[config.mk]
export PLATFORM = sky130hd
export DESIGN_NAME = sti_ctrl
export DESIGN_NICKNAME = d
export VERILOG_FILES = /design/src/sti_pkg.sv /design/src/sti_ctrl.sv
export SDC_FILE = /design/constraint.sdc
export NUM_CORES = 1
export LEC_CHECK = 0
export ABC_AREA = 1
export BUFFER_PORTS_ARGS = -buffer_cell sky130_fd_sc_hd__buf_2
export CORE_MARGIN = 8
export CORE_UTILIZATION = 55
export CTS_CLUSTER_DIAMETER = 50
export DETAILED_ROUTE_END_ITERATION = 10
export PLACE_DENSITY = 0.81
export SLEW_MARGIN = 0
export SYNTH_ARGS = -nofsm -noshare
export SYNTH_HDL_FRONTEND = slang
export SYNTH_SLANG_ARGS = --single-unit
[constraint.sdc]
create_clock -name i_clk -period 2.1 [get_ports i_clk]
set_input_delay 0.21 -clock i_clk [delete_from_list [all_inputs] [get_ports i_clk]]
set_output_delay 0.21 -clock i_clk [all_outputs]
set_load 0.005 [all_outputs]
[src/sti_pkg.sv]
// Shared types and constants for the spectrum table interpolator.
`default_nettype none

package sti_pkg;

    localparam int MAX_POINTS_DEF = 64;

    localparam int PER_W     = 24;
    localparam int ACC_W     = 32;
    localparam int IDX_W     = 6;
    localparam int CNT_W     = 7;
    localparam int STAT_W    = 2;
    localparam int PROD_W    = PER_W + ACC_W;
    localparam int DIV_STEPS = ACC_W;
    localparam int DIVC_W    = $clog2(DIV_STEPS);

    localparam int APB_AW    = 3;
    localparam int APB_DW    = 32;
    localparam int REG_IX_W  = APB_AW - 2;

    localparam logic [REG_IX_W-1:0] REG_POINTS_IN_USE = REG_IX_W'(0);

    typedef enum logic [STAT_W-1:0] {
        ST_OK    = 2'd0,
        ST_FEW   = 2'd1,
        ST_RANGE = 2'd2
    } t_status;

    typedef enum logic [2:0] {
        SEL_OK    = 3'd0,
        SEL_FEW   = 3'd1,
        SEL_RANGE = 3'd2,
        SEL_LO    = 3'd3,
        SEL_HI    = 3'd4,
        SEL_INT   = 3'd5
    } t_res_sel;

    typedef struct packed {
        logic     latch;
        logic     mem_we;
        logic     ld_lo;
        logic     ld_hi;
        logic     ld_diff;
        logic     div_init;
        logic     div_step;
        logic     out_load;
        t_res_sel out_sel;
    } t_ctl_cmd;

    typedef struct packed {
        logic idx_bad;
        logic q_le_lo;
        logic q_ge_rd;
        logic rd_gt_q;
        logic out_free;
    } t_dp_stat;

endpackage

`default_nettype wire

[src/sti_ctrl.sv]
// Controller: sequences table writes, the neighbor scan, the divider and result hand-off.
`default_nettype none

module sti_ctrl
    import sti_pkg::*;
#(
    parameter int MAX_POINTS = MAX_POINTS_DEF
) (
    input  wire logic                            i_clk,
    input  wire logic                            i_rst_n,
    input  wire logic                            i_in_valid,
    output logic                                 o_in_ready,
    input  wire logic                            i_req_type,
    input  wire logic [$clog2(MAX_POINTS+1)-1:0] i_n,
    input  wire t_dp_stat                        i_stat,
    output t_ctl_cmd                             o_cmd,
    output logic [$clog2(MAX_POINTS)-1:0]        o_rd_addr
);

    localparam int AW = $clog2(MAX_POINTS);
    localparam int CW = $clog2(MAX_POINTS + 1);

    typedef enum logic [8:0] {
        S_IDLE = 9'b000000001,
        S_WR   = 9'b000000010,
        S_END  = 9'b000000100,
        S_CHK  = 9'b000001000,
        S_SCAN = 9'b000010000,
        S_DIFF = 9'b000100000,
        S_MUL  = 9'b001000000,
        S_DIV  = 9'b010000000,
        S_RES  = 9'b100000000
    } t_state;

    t_state            r_state, n_state;
    logic [AW-1:0]     r_k, n_k;
    logic [DIVC_W-1:0] r_cnt, n_cnt;
    t_res_sel          r_sel, n_sel;

    logic [AW-1:0]     w_last_addr;
    logic [AW-1:0]     w_scan_last;
    logic              w_few;

    assign w_last_addr = AW'(i_n - CW'(1));
    assign w_scan_last = AW'(i_n - CW'(2));
    assign w_few       = (i_n < CW'(2));
    assign o_in_ready  = (r_state == S_IDLE);

    always_comb begin
        n_state       = r_state;
        n_k           = r_k;
        n_cnt         = r_cnt;
        n_sel         = r_sel;
        o_cmd         = '0;
        o_cmd.out_sel = r_sel;
        o_rd_addr     = '0;
        unique case (r_state)
            S_IDLE: begin
                if (i_in_valid) begin
                    o_cmd.latch = 1'b1;
                    if (!i_req_type) begin
                        n_state = S_WR;
                    end else if (w_few) begin
                        n_sel   = SEL_FEW;
                        n_state = S_RES;
                    end else begin
                        n_state = S_END;
                    end
                end
            end
            S_WR: begin
                if (i_stat.idx_bad) begin
                    n_sel = SEL_RANGE;
                end else begin
                    o_cmd.mem_we = 1'b1;
                    n_sel        = SEL_OK;
                end
                n_state = S_RES;
            end
            S_END: begin
                o_cmd.ld_lo = 1'b1;
                o_rd_addr   = w_last_addr;
                n_state     = S_CHK;
            end
            S_CHK: begin
                o_cmd.ld_hi = 1'b1;
                priority if (i_stat.q_le_lo) begin
                    n_sel   = SEL_LO;
                    n_state = S_RES;
                end else if (i_stat.q_ge_rd) begin
                    n_sel   = SEL_HI;
                    n_state = S_RES;
                end else if (i_n == CW'(2)) begin
                    n_state = S_DIFF;
                end else begin
                    o_rd_addr = AW'(1);
                    n_k       = AW'(1);
                    n_state   = S_SCAN;
                end
            end
            S_SCAN: begin
                // stream the next address while comparing the entry just read
                o_rd_addr = r_k + AW'(1);
                if (i_stat.rd_gt_q) begin
                    o_cmd.ld_hi = 1'b1;
                    n_state     = S_DIFF;
                end else begin
                    o_cmd.ld_lo = 1'b1;
                    if (r_k == w_scan_last) begin
                        n_state = S_DIFF;
                    end else begin
                        n_k = r_k + AW'(1);
                    end
                end
            end
            S_DIFF: begin
                o_cmd.ld_diff = 1'b1;
                n_state       = S_MUL;
            end
            S_MUL: begin
                o_cmd.div_init = 1'b1;
                n_cnt          = '0;
                n_state        = S_DIV;
            end
            S_DIV: begin
                o_cmd.div_step = 1'b1;
                n_cnt          = r_cnt + DIVC_W'(1);
                if (r_cnt == DIVC_W'(DIV_STEPS - 1)) begin
                    n_sel   = SEL_INT;
                    n_state = S_RES;
                end
            end
            S_RES: begin
                if (i_stat.out_free) begin
                    o_cmd.out_load = 1'b1;
                    n_state        = S_IDLE;
                end
            end
            default: n_state = S_IDLE;
        endcase
    end

    always_ff @(posedge i_clk) begin
        if (!i_rst_n) begin
            r_state <= S_IDLE;
        end else begin
            r_state <= n_state;
        end
    end

    always_ff @(posedge i_clk) begin
        r_k   <= n_k;
        r_cnt <= n_cnt;
        r_sel <= n_sel;
    end

    a_accept_leaves_idle: assert property (@(posedge i_clk) disable iff (!i_rst_n)
        (i_in_valid && o_in_ready) |=> (r_state != S_IDLE))
        else $error("accepted word did not start a job");

    a_load_when_free: assert property (@(posedge i_clk) disable iff (!i_rst_n)
        o_cmd.out_load |-> i_stat.out_free)
        else $error("result loaded over an untaken word");

    a_div_to_result: assert property (@(posedge i_clk) disable iff (!i_rst_n)
        (r_state == S_DIV && r_cnt == DIVC_W'(DIV_STEPS - 1))
        |=> (r_state == S_RES && r_sel == SEL_INT))
        else $error("divider did not hand off the interpolated result");

    a_scan_bound: assert property (@(posedge i_clk) disable iff (!i_rst_n)
        (r_state == S_SCAN) |-> (r_k <= w_scan_last))
        else $error("scan ran past the last interior point");

endmodule

`default_nettype wire

Word level (Yosys, flattened, before mapping)
Cells that the tools add are included.
{"block": "op_classes", "n_addsub": 4, "n_reduce_logical": 6, "magnitude_cmp": 1, "muxes": 43, "eq_ne": 24}
{"op": "9-bit 2-to-1 mux", "n": 9}
{"op": "9-bit case mux with 9 select lines", "n": 1}
{"op": "6-bit 2-to-1 mux", "n": 6}
{"op": "3-bit 2-to-1 mux", "n": 6}
{"op": "6-bit case mux with 3 select lines", "n": 1}
{"op": "2-bit != test, second input constant", "n": 8}
{"op": "1-bit 2-to-1 mux", "n": 14}
{"op": "3-bit case mux with 4 select lines", "n": 1}
{"op": "6-bit case mux with 2 select lines", "n": 1}
{"op": "6-bit AND reduction", "n": 2}
{"op": "5-bit case mux with 2 select lines", "n": 1}
{"op": "9-bit by 1-bit equality test with 1-bit output, second input constant", "n": 1}
{"op": "9-bit by 2-bit equality test with 1-bit output, second input constant", "n": 1}
{"op": "9-bit by 3-bit equality test with 1-bit output, second input constant", "n": 1}
{"op": "9-bit by 4-bit equality test with 1-bit output, second input constant", "n": 1}
{"op": "9-bit by 5-bit equality test with 1-bit output, second input constant", "n": 1}
{"op": "9-bit by 6-bit equality test with 1-bit output, second input constant", "n": 1}
{"op": "9-bit by 7-bit equality test with 1-bit output, second input constant", "n": 1}
{"op": "9-bit by 8-bit equality test with 1-bit output, second input constant", "n": 1}
{"op": "9-bit equality test, second input constant", "n": 1}
{"op": "7-bit by 2-bit equality test with 1-bit output, second input constant", "n": 1}
{"op": "7-bit by 2-bit < comparator with 1-bit output, second input constant", "n": 1}
{"op": "6-bit by 1-bit adder with 6-bit output, second input constant", "n": 1}
{"op": "6-bit equality test", "n": 1}
{"op": "other kinds (11)", "n": 15}
{"block": "word_totals", "input_bits": 16, "register_bits": 23}

Longest topological paths before layout
Gate-level depths: netlist of the first run.
{"block": "depth", "ltp_word": 5, "depth_mapped": 13}

Least setup slack after synthesis of the first run
OpenSTA, ideal clock, no wires.
{"block": "synth_path", "kind": "register -> register", "startpoint": "register r_state[0]", "endpoint": "register r_k[0] (enable)", "stages_incl_launch_ff": 10, "slack_ns": 0.381, "setup_ns": 0.350, "t_arrival_ns": 1.370, "path_cell_list": "dfxtp_1 -> nor2_2 -> nand2_1 -> inv_1 -> nand3_4 -> nor2_4 -> o21ai_2 -> nand2_1 -> o21ai_0 -> nor2_1"}
{"block": "synth_between", "elab_chain_len": 3, "elab_cells_between_ends": 9, "classes_between": "eq/ne: 7; reduce/logical: 2"}
{"item": "from (decl)", "line": "sti_ctrl.sv:35", "rtl": "t_state r_state, n_state;"}
{"item": "from (signal assigned)", "line": "sti_ctrl.sv:147", "rtl": "r_state <= n_state;"}
{"item": "9-bit by 5-bit equality test with 1-bit output or 9-bit by 4-bit equality test with 1-bit output (tied branches)", "line": "sti_ctrl.sv:57", "rtl": "unique case (r_state)"}
{"item": "2-bit != test (no line) or 2-bit nonzero test (tied branches)"}
{"item": "6-bit AND reduction (no line) (*)"}
{"item": "to (signal assigned)", "line": "sti_ctrl.sv:152", "rtl": "r_k <= n_k;"}
{"item": "to (decl)", "line": "sti_ctrl.sv:36", "rtl": "logic [AW-1:0] r_k, n_k;"}
Every way passes the cells marked *; elsewhere a longest branch is shown, timed or not.
A chain may end at the register's enable or synchronous reset.

Worst setup path after layout of the first run
{"block": "layout_path", "startpoint": "register r_state[3]", "endpoint": "register r_sel[2] (enable)"}
{"block": "layout_between", "elab_chain_len": 3, "elab_cells_between_ends": 11, "classes_between": "eq/ne: 9; reduce/logical: 2"}
{"item": "9-bit by 4-bit equality test with 1-bit output (tied with other cells)", "line": "sti_ctrl.sv:57"}
{"item": "3-bit != test (no line) (tied with other cells)"}
{"item": "6-bit AND reduction (no line) (*)"}
{"item": "to (signal assigned)", "line": "sti_ctrl.sv:154", "rtl": "r_sel <= n_sel;"}
{"item": "to (decl)", "line": "sti_ctrl.sv:38", "rtl": "t_res_sel r_sel, n_sel;"}
Marked as above.

==> results.json, run 1 <==
{
  "status": "finished, final reports clean",
  "syn_inst": 256,
  "p_leak_nw": 1.10,
  "ys_ff_latch": 23,
  "synth_top_cell_by_area": "edfxtp_1",
  "synth_compound_area_frac": 0.0640,
  "numCtsBuffers": 3,
  "muxShareOfSynthArea": 0,
  "drt-initial-drc-count": 163,
  "cts.clk_slew.worst_paths_ns": 0.14,
  "rsz0062_at_grt": "false",
  "worstSetupStartpointType": "register",
  "fmax_mhz": 499,
  "ios": 34,
  "synthAdderAreaFrac": 0.0493,
  "worstPathMaxFanout": 3,
  "min_period_ns": 2.00,
  "multi_input_area_um2": 997,
  "rows": 20,
  "ys_seq_area_frac": 0.338,
  "clockRootBuffer": "clkbuf_4",
  "power_density_nw_per_um2": 913,
  "min_period_over_period": 0.955,
  "cap_violations": 0,
  "via_count": 1753,
  "synth_top_area_frac": 0.236,
  "setup_viol": 0,
  "grt_pass1_wl_um": 7020,
  "ys.flop_type": "edfxtp_1",
  "synth_nets": 279,
  "netlist-cell-type-count": 29,
  "finalHoldViolCount": 0,
  "first_global_vias": 1653,
  "grt_max_degree": 14,
  "crit_path_end_kind": "register",
  "fin_skew_ns": 0.00294,
  "cts_tree": "built",
  "n_fill_cell": 284,
  "clockBufferDepth": 2,
  "die_area_um2": 5310,
  "worst_pin_slew_ns": 0.500,
  "setup_ws_ns": 0.0955,
  "hold_ws_ns": 0.177,
  "slew_viol_final": 0,
  "cp.arrival_ns": 1.98,
  "die-height_um": 72.9,
  "fin_nets": 319,
  "avgSynthCellArea_um2": 6.95,
  "critPathLaunch": "r_state[3]$_SDFFE_PN0P_",
  "hpwl_um": 3410,
  "synth_area_um2": 1780,
  "min_path_type": "input pin to register",
  "clock_latency_ns": 0.32,
  "wl_um": 4310,
  "yosysMostFrequentCell": "nand2_1",
  "routedWlPerCell_um": 12.7,
  "ys_top_cells_by_count": "nand2_1, nor2_1, inv_1",
  "io_buffers": 33,
  "register_area_um2": 603,
  "pre_cts_ws_ns": 0.167,
  "fin_tns_setup_ns": 0,
  "diodes": 0,
  "yosys-top-cells-area": "edfxtp_1, nand2_1, dfxtp_1",
  "async_flop_share": 0,
  "synthSimpleGateAreaFrac": 0.411,
  "synth_top_family_by_area": "simple AND/OR/NAND/NOR gates",
  "syn2layout_area_growth_pct": 15.6,
  "synth_xor_area_frac": 0.0296,
  "routabilityCongestion": 0.874,
  "via_per_inst": 5.17,
  "drc": 0,
  "maxSlewHeadroom": 0.666,
  "ant_nets": 0,
  "dr.pass1.iters": 4,
  "reg2reg_from": "r_state[3]$_SDFFE_PN0P_",
  "yosysWarnings": 0,
  "htreeDepth": 1,
  "clkSinkCount": 23,
  "synth_edf_count": 14,
  "antenna_found_initial": 0,
  "track_usage": 0.164,
  "cp_data_required_time_ns": 2.08,
  "crit_type": "register to register",
  "cts_hold_buf": 0,
  "die_x_um": 72.9,
  "fp.coreArea_um2": 3050,
  "drive_above_1_share": 0.227,
  "hold_path_startpoint": "i_rst_n",
  "peakVddDrop_uv": 621,
  "start_util": 0.582,
  "grt_overflow": 0
}
## critical path, stage by stage (launching register included)
cell,delay [ns]
dfxtp_1,0.36
nor2_4,0.15
buf_4,0.15
nand3_1,0.09
nor3_1,0.25
nand3_1,0.13
nand3_1,0.09
nor3b_1,0.44
## registers in the layout, summed over array words and instances, names as in the netlist
name     count
r_sel        3
r_cnt        5
r_state      9
r_k          6
## cell families (layout without fill, tap and decap cells)
| group | after synthesis | in the layout |
|---|---|---|
| fa+ha+maj | 7 | 7 |
| buf+inv | 48 | 87 |
| compound gates | 18 | 18 |
| flops | 23 | 23 |
| xor+xnor | 6 | 6 |
| simple gates | 154 | 154 |
## worst paths after layout
| kind | depth (start not counted) | slack [ns] | to |
|---|---|---|---|
| setup / recovery | 7 | 0.1 | r_sel[2]$_DFFE_PP_ |
| hold / removal | 2 | 0.18 | r_state[0]$_SDFFE_PN1P_ |
| hold reg to reg | 2 | 0.55 | r_state[7]$_SDFFE_PN0P_ |
| setup reg to reg | 7 | 0.1 | r_sel[2]$_DFFE_PP_ |
## layer usage
| metal | up-vias | part of all wire | global-route usage |
|---|---|---|---|
| met5 | - | 0 | 0 |
| met4 | 0 | 0.023 | 0.0689 |
| met3 | 13 | 0.061 | 0.0234 |
| met2 | 64 | 0.47 | 0.276 |
| met1 | 777 | 0.45 | 0.202 |
| li1 | 899 | - | - |
## power by group
group | switching, mW | internal (mW) | leakage (nW)
clock | 0.144 | 0.0713 | 0.0177
combinational | 0.670 | 0.354 | 0.884
sequential | 0.0691 | 0.568 | 0.197
## cell type report
| class | count | area share |
|---|---|---|
| multi-input combinational | 185 | 0.485 |
| sequential | 23 | 0.294 |
| timing repair buffer | 38 | 0.0987 |
| inverter | 45 | 0.0822 |
| tap | 44 | 0.0268 |
| clock buffer | 3 | 0.0110 |
| clock inverter | 1 | 0.00244 |
## metrics by stage
step	cells	instance area, µm²	total power, mW	utilization
final	339	2050	1.88	0.673
after floorplan	256	1780	1.35	-
after CTS	338	2030	1.83	0.666
after global routing	339	2050	2.01	0.673
after global placement	332	1990	1.58	0.652
after detailed placement	332	1990	1.60	0.652
## repair_timing
action	CTS	global route
buffers inserted	2	1
setup endpoints to repair	3	1
gates resized for setup	0	5
pin swaps	1	1
## cells in the final DEF, fill, tap and decap left out, types with 2 or more instances in the layout
cell      Yosys  routed
nand2_1      60      60
nor2_1       43      42
inv_1        41      41
buf_2         1      33
nand3_1      20      20
edfxtp_1     14      14
nand4_1       9       9
o21ai_0       7       7
ha_1          7       7
dfxtp_1       9       7
nor2_4        5       6
buf_4         1       5
nor2_2        4       4
nor3_1        4       4
inv_2         4       4
xor2_1        4       4
o22ai_1       3       3
nor3b_1       3       3
clkbuf_4      0       3
nand3_4       2       2
nand2_2       3       2
xnor2_1       2       2
o21ai_2       2       2
a21oi_1       2       2
dfxtp_2       0       2
(Power assumes the default switching activity.)
==> run 2, diff against run 1 <==
- REMOVE_ABC_BUFFERS: unset -> 1
==> results.json, run 2 (synthesis gave the netlist of run 1 again) <==
{
  "cts_tree": "built",
  "fin_skew_ns": 0.00291,
  "largest_register_ffs": 9,
  "maxSlewHeadroom": 0.664,
  "diodes": 0,
  "clkSinkCount": 23,
  "htreeDepth": 1,
  "fmax_mhz": 499,
  "via_count": 1751,
  "dr.pass1.iters": 4,
  "grt_max_degree": 14,
  "via_per_inst": 5.17,
  "numCtsBuffers": 3,
  "mostFrequentLayoutCells": "nand2_1, nor2_1, inv_1",
  "crit_type": "register to output pin",
  "ios": 34,
  "final_common_cell": "nand2_1",
  "min_period_over_period": 0.954,
  "n_fill_cell": 299,
  "die_x_um": 72.9,
  "clockBufferDepth": 2,
  "cap_violations": 0,
  "die-height_um": 72.9,
  "status": "finished, final reports clean",
  "grt_pass1_wl_um": 7190,
  "routabilityCongestion": 0.893,
  "rsz0062_at_grt": "true",
  "drt-initial-drc-count": 155,
  "antenna_found_initial": 0,
  "regMostFlops": "r_state",
  "hpwl_um": 3420,
  "top_regs": "r_state (9), r_k (6), r_cnt (5)",
  "fin_tns_setup_ns": 0,
  "clockRootBuffer": "clkbuf_4",
  "setup_viol": 0,
  "track_usage": 0.170,
  "slew_viol_final": 0,
  "worstSetupStartpointType": "register",
  "routedWlPerCell_um": 12.5,
  "min_period_ns": 2.00,
  "peakVddDrop_uv": 760,
  "start_util": 0.582,
  "fp.coreArea_um2": 3050,
  "wl_um": 4220,
  "cts.clk_slew.worst_paths_ns": 0.13,
  "fin_nets": 319,
  "drc": 0,
  "ant_nets": 0,
  "clock_latency_ns": 0.32,
  "crit_path_end_kind": "output pin",
  "rows": 20,
  "finalHoldViolCount": 0,
  "cp_data_required_time_ns": 1.89,
  "grt_overflow": 0,
  "power_density_nw_per_um2": 899,
  "first_global_vias": 1577,
  "min_path_type": "input pin to register",
  "io_buffers": 33,
  "cts_hold_buf": 0,
  "p_leak_nw": 1.10,
  "worst_pin_slew_ns": 0.503,
  "hold_ws_ns": 0.175,
  "drive_above_1_share": 0.227,
  "die_area_um2": 5310,
  "syn2layout_area_growth_pct": 16.0,
  "cp.arrival_ns": 1.79,
  "worstPathMaxFanout": 13
}
[run 2: cell counts in the layout (fill, tap and decap cells not counted)]
Identical to the previous run, type by type.
[run 2: layout make-up]
class	instances	area, µm²	share of cell area
flip-flops and latches	23	603	0.292
clock inverters	1	5.00	0.00243
well taps	44	55.1	0.0267
inverters	45	171	0.0831
multi-input cells	185	1000	0.486
repair buffers	38	203	0.0983
clock buffers	3	22.5	0.0109
[run 2: critical path, stage by stage, from the launching register on]
cell,delay (ns)
dfxtp_1,0.36
nor2_4,0.17
nand3_4,0.12
inv_2,0.09
nand2_4,0.10
inv_4,0.09
o21ai_0,0.11
a21oi_2,0.17
o21bai_1,0.12
buf_2,0.12
[run 2: path summary, 6_finish.rpt]
kind                                              start                      end  slack (ns)  depth (start not counted)
worst min-delay path                          i_stat[4]       r_sel[1]$_DFFE_PP_        0.18                          3
worst max register to register   r_cnt[0]$_SDFFCE_PN0P_       r_sel[1]$_DFFE_PP_        0.16                          8
worst min register to register  r_state[7]$_SDFFE_PN0P_  r_state[7]$_SDFFE_PN0P_        0.54                          2
worst max-delay path            r_state[3]$_SDFFE_PN0P_             o_rd_addr[2]         0.1                          9
[run 2: through the flow]
step | power [mW] | setup slack, ns | utilization | std cells | instance area, µm²
2_1_floorplan | 1.35 | 0.375 | - | 253 | 1750
3_3_place_gp | 1.58 | 0.211 | 0.652 | 332 | 1990
3_5_place_dp | 1.59 | 0.170 | 0.652 | 332 | 1990
4_1_cts | 1.83 | 0.0393 | 0.669 | 338 | 2040
5_1_grt | 2.01 | -0.0153 | 0.675 | 339 | 2060
6_report | 1.85 | 0.0957 | 0.675 | 339 | 2060
[run 2: routing by layer]
metal	global-route usage	wire length, µm	vias up
li1	-	-	901
met1	0.225	2010	801
met2	0.267	1990	49
met3	0.0398	217	0
met4	0.0467	0	0
met5	0	0	-
[run 2: what timing repair did]
action	in CTS	in global routing
pin swaps	1	1
buffers inserted	2	1
gates resized for setup	2	5
setup endpoints to repair	5	2
gates cloned	0	0
[run 2: where the power goes]
| part | leakage [nW] | internal, mW | total, mW | switching (mW) |
|---|---|---|---|---|
| Clock | 0.0177 | 0.0715 | 0.215 | 0.143 |
| Combinational | 0.885 | 0.359 | 1.00 | 0.641 |
| Sequential | 0.197 | 0.568 | 0.640 | 0.0717 |
| Total | 1.10 | 0.998 | 1.85 | 0.856 |
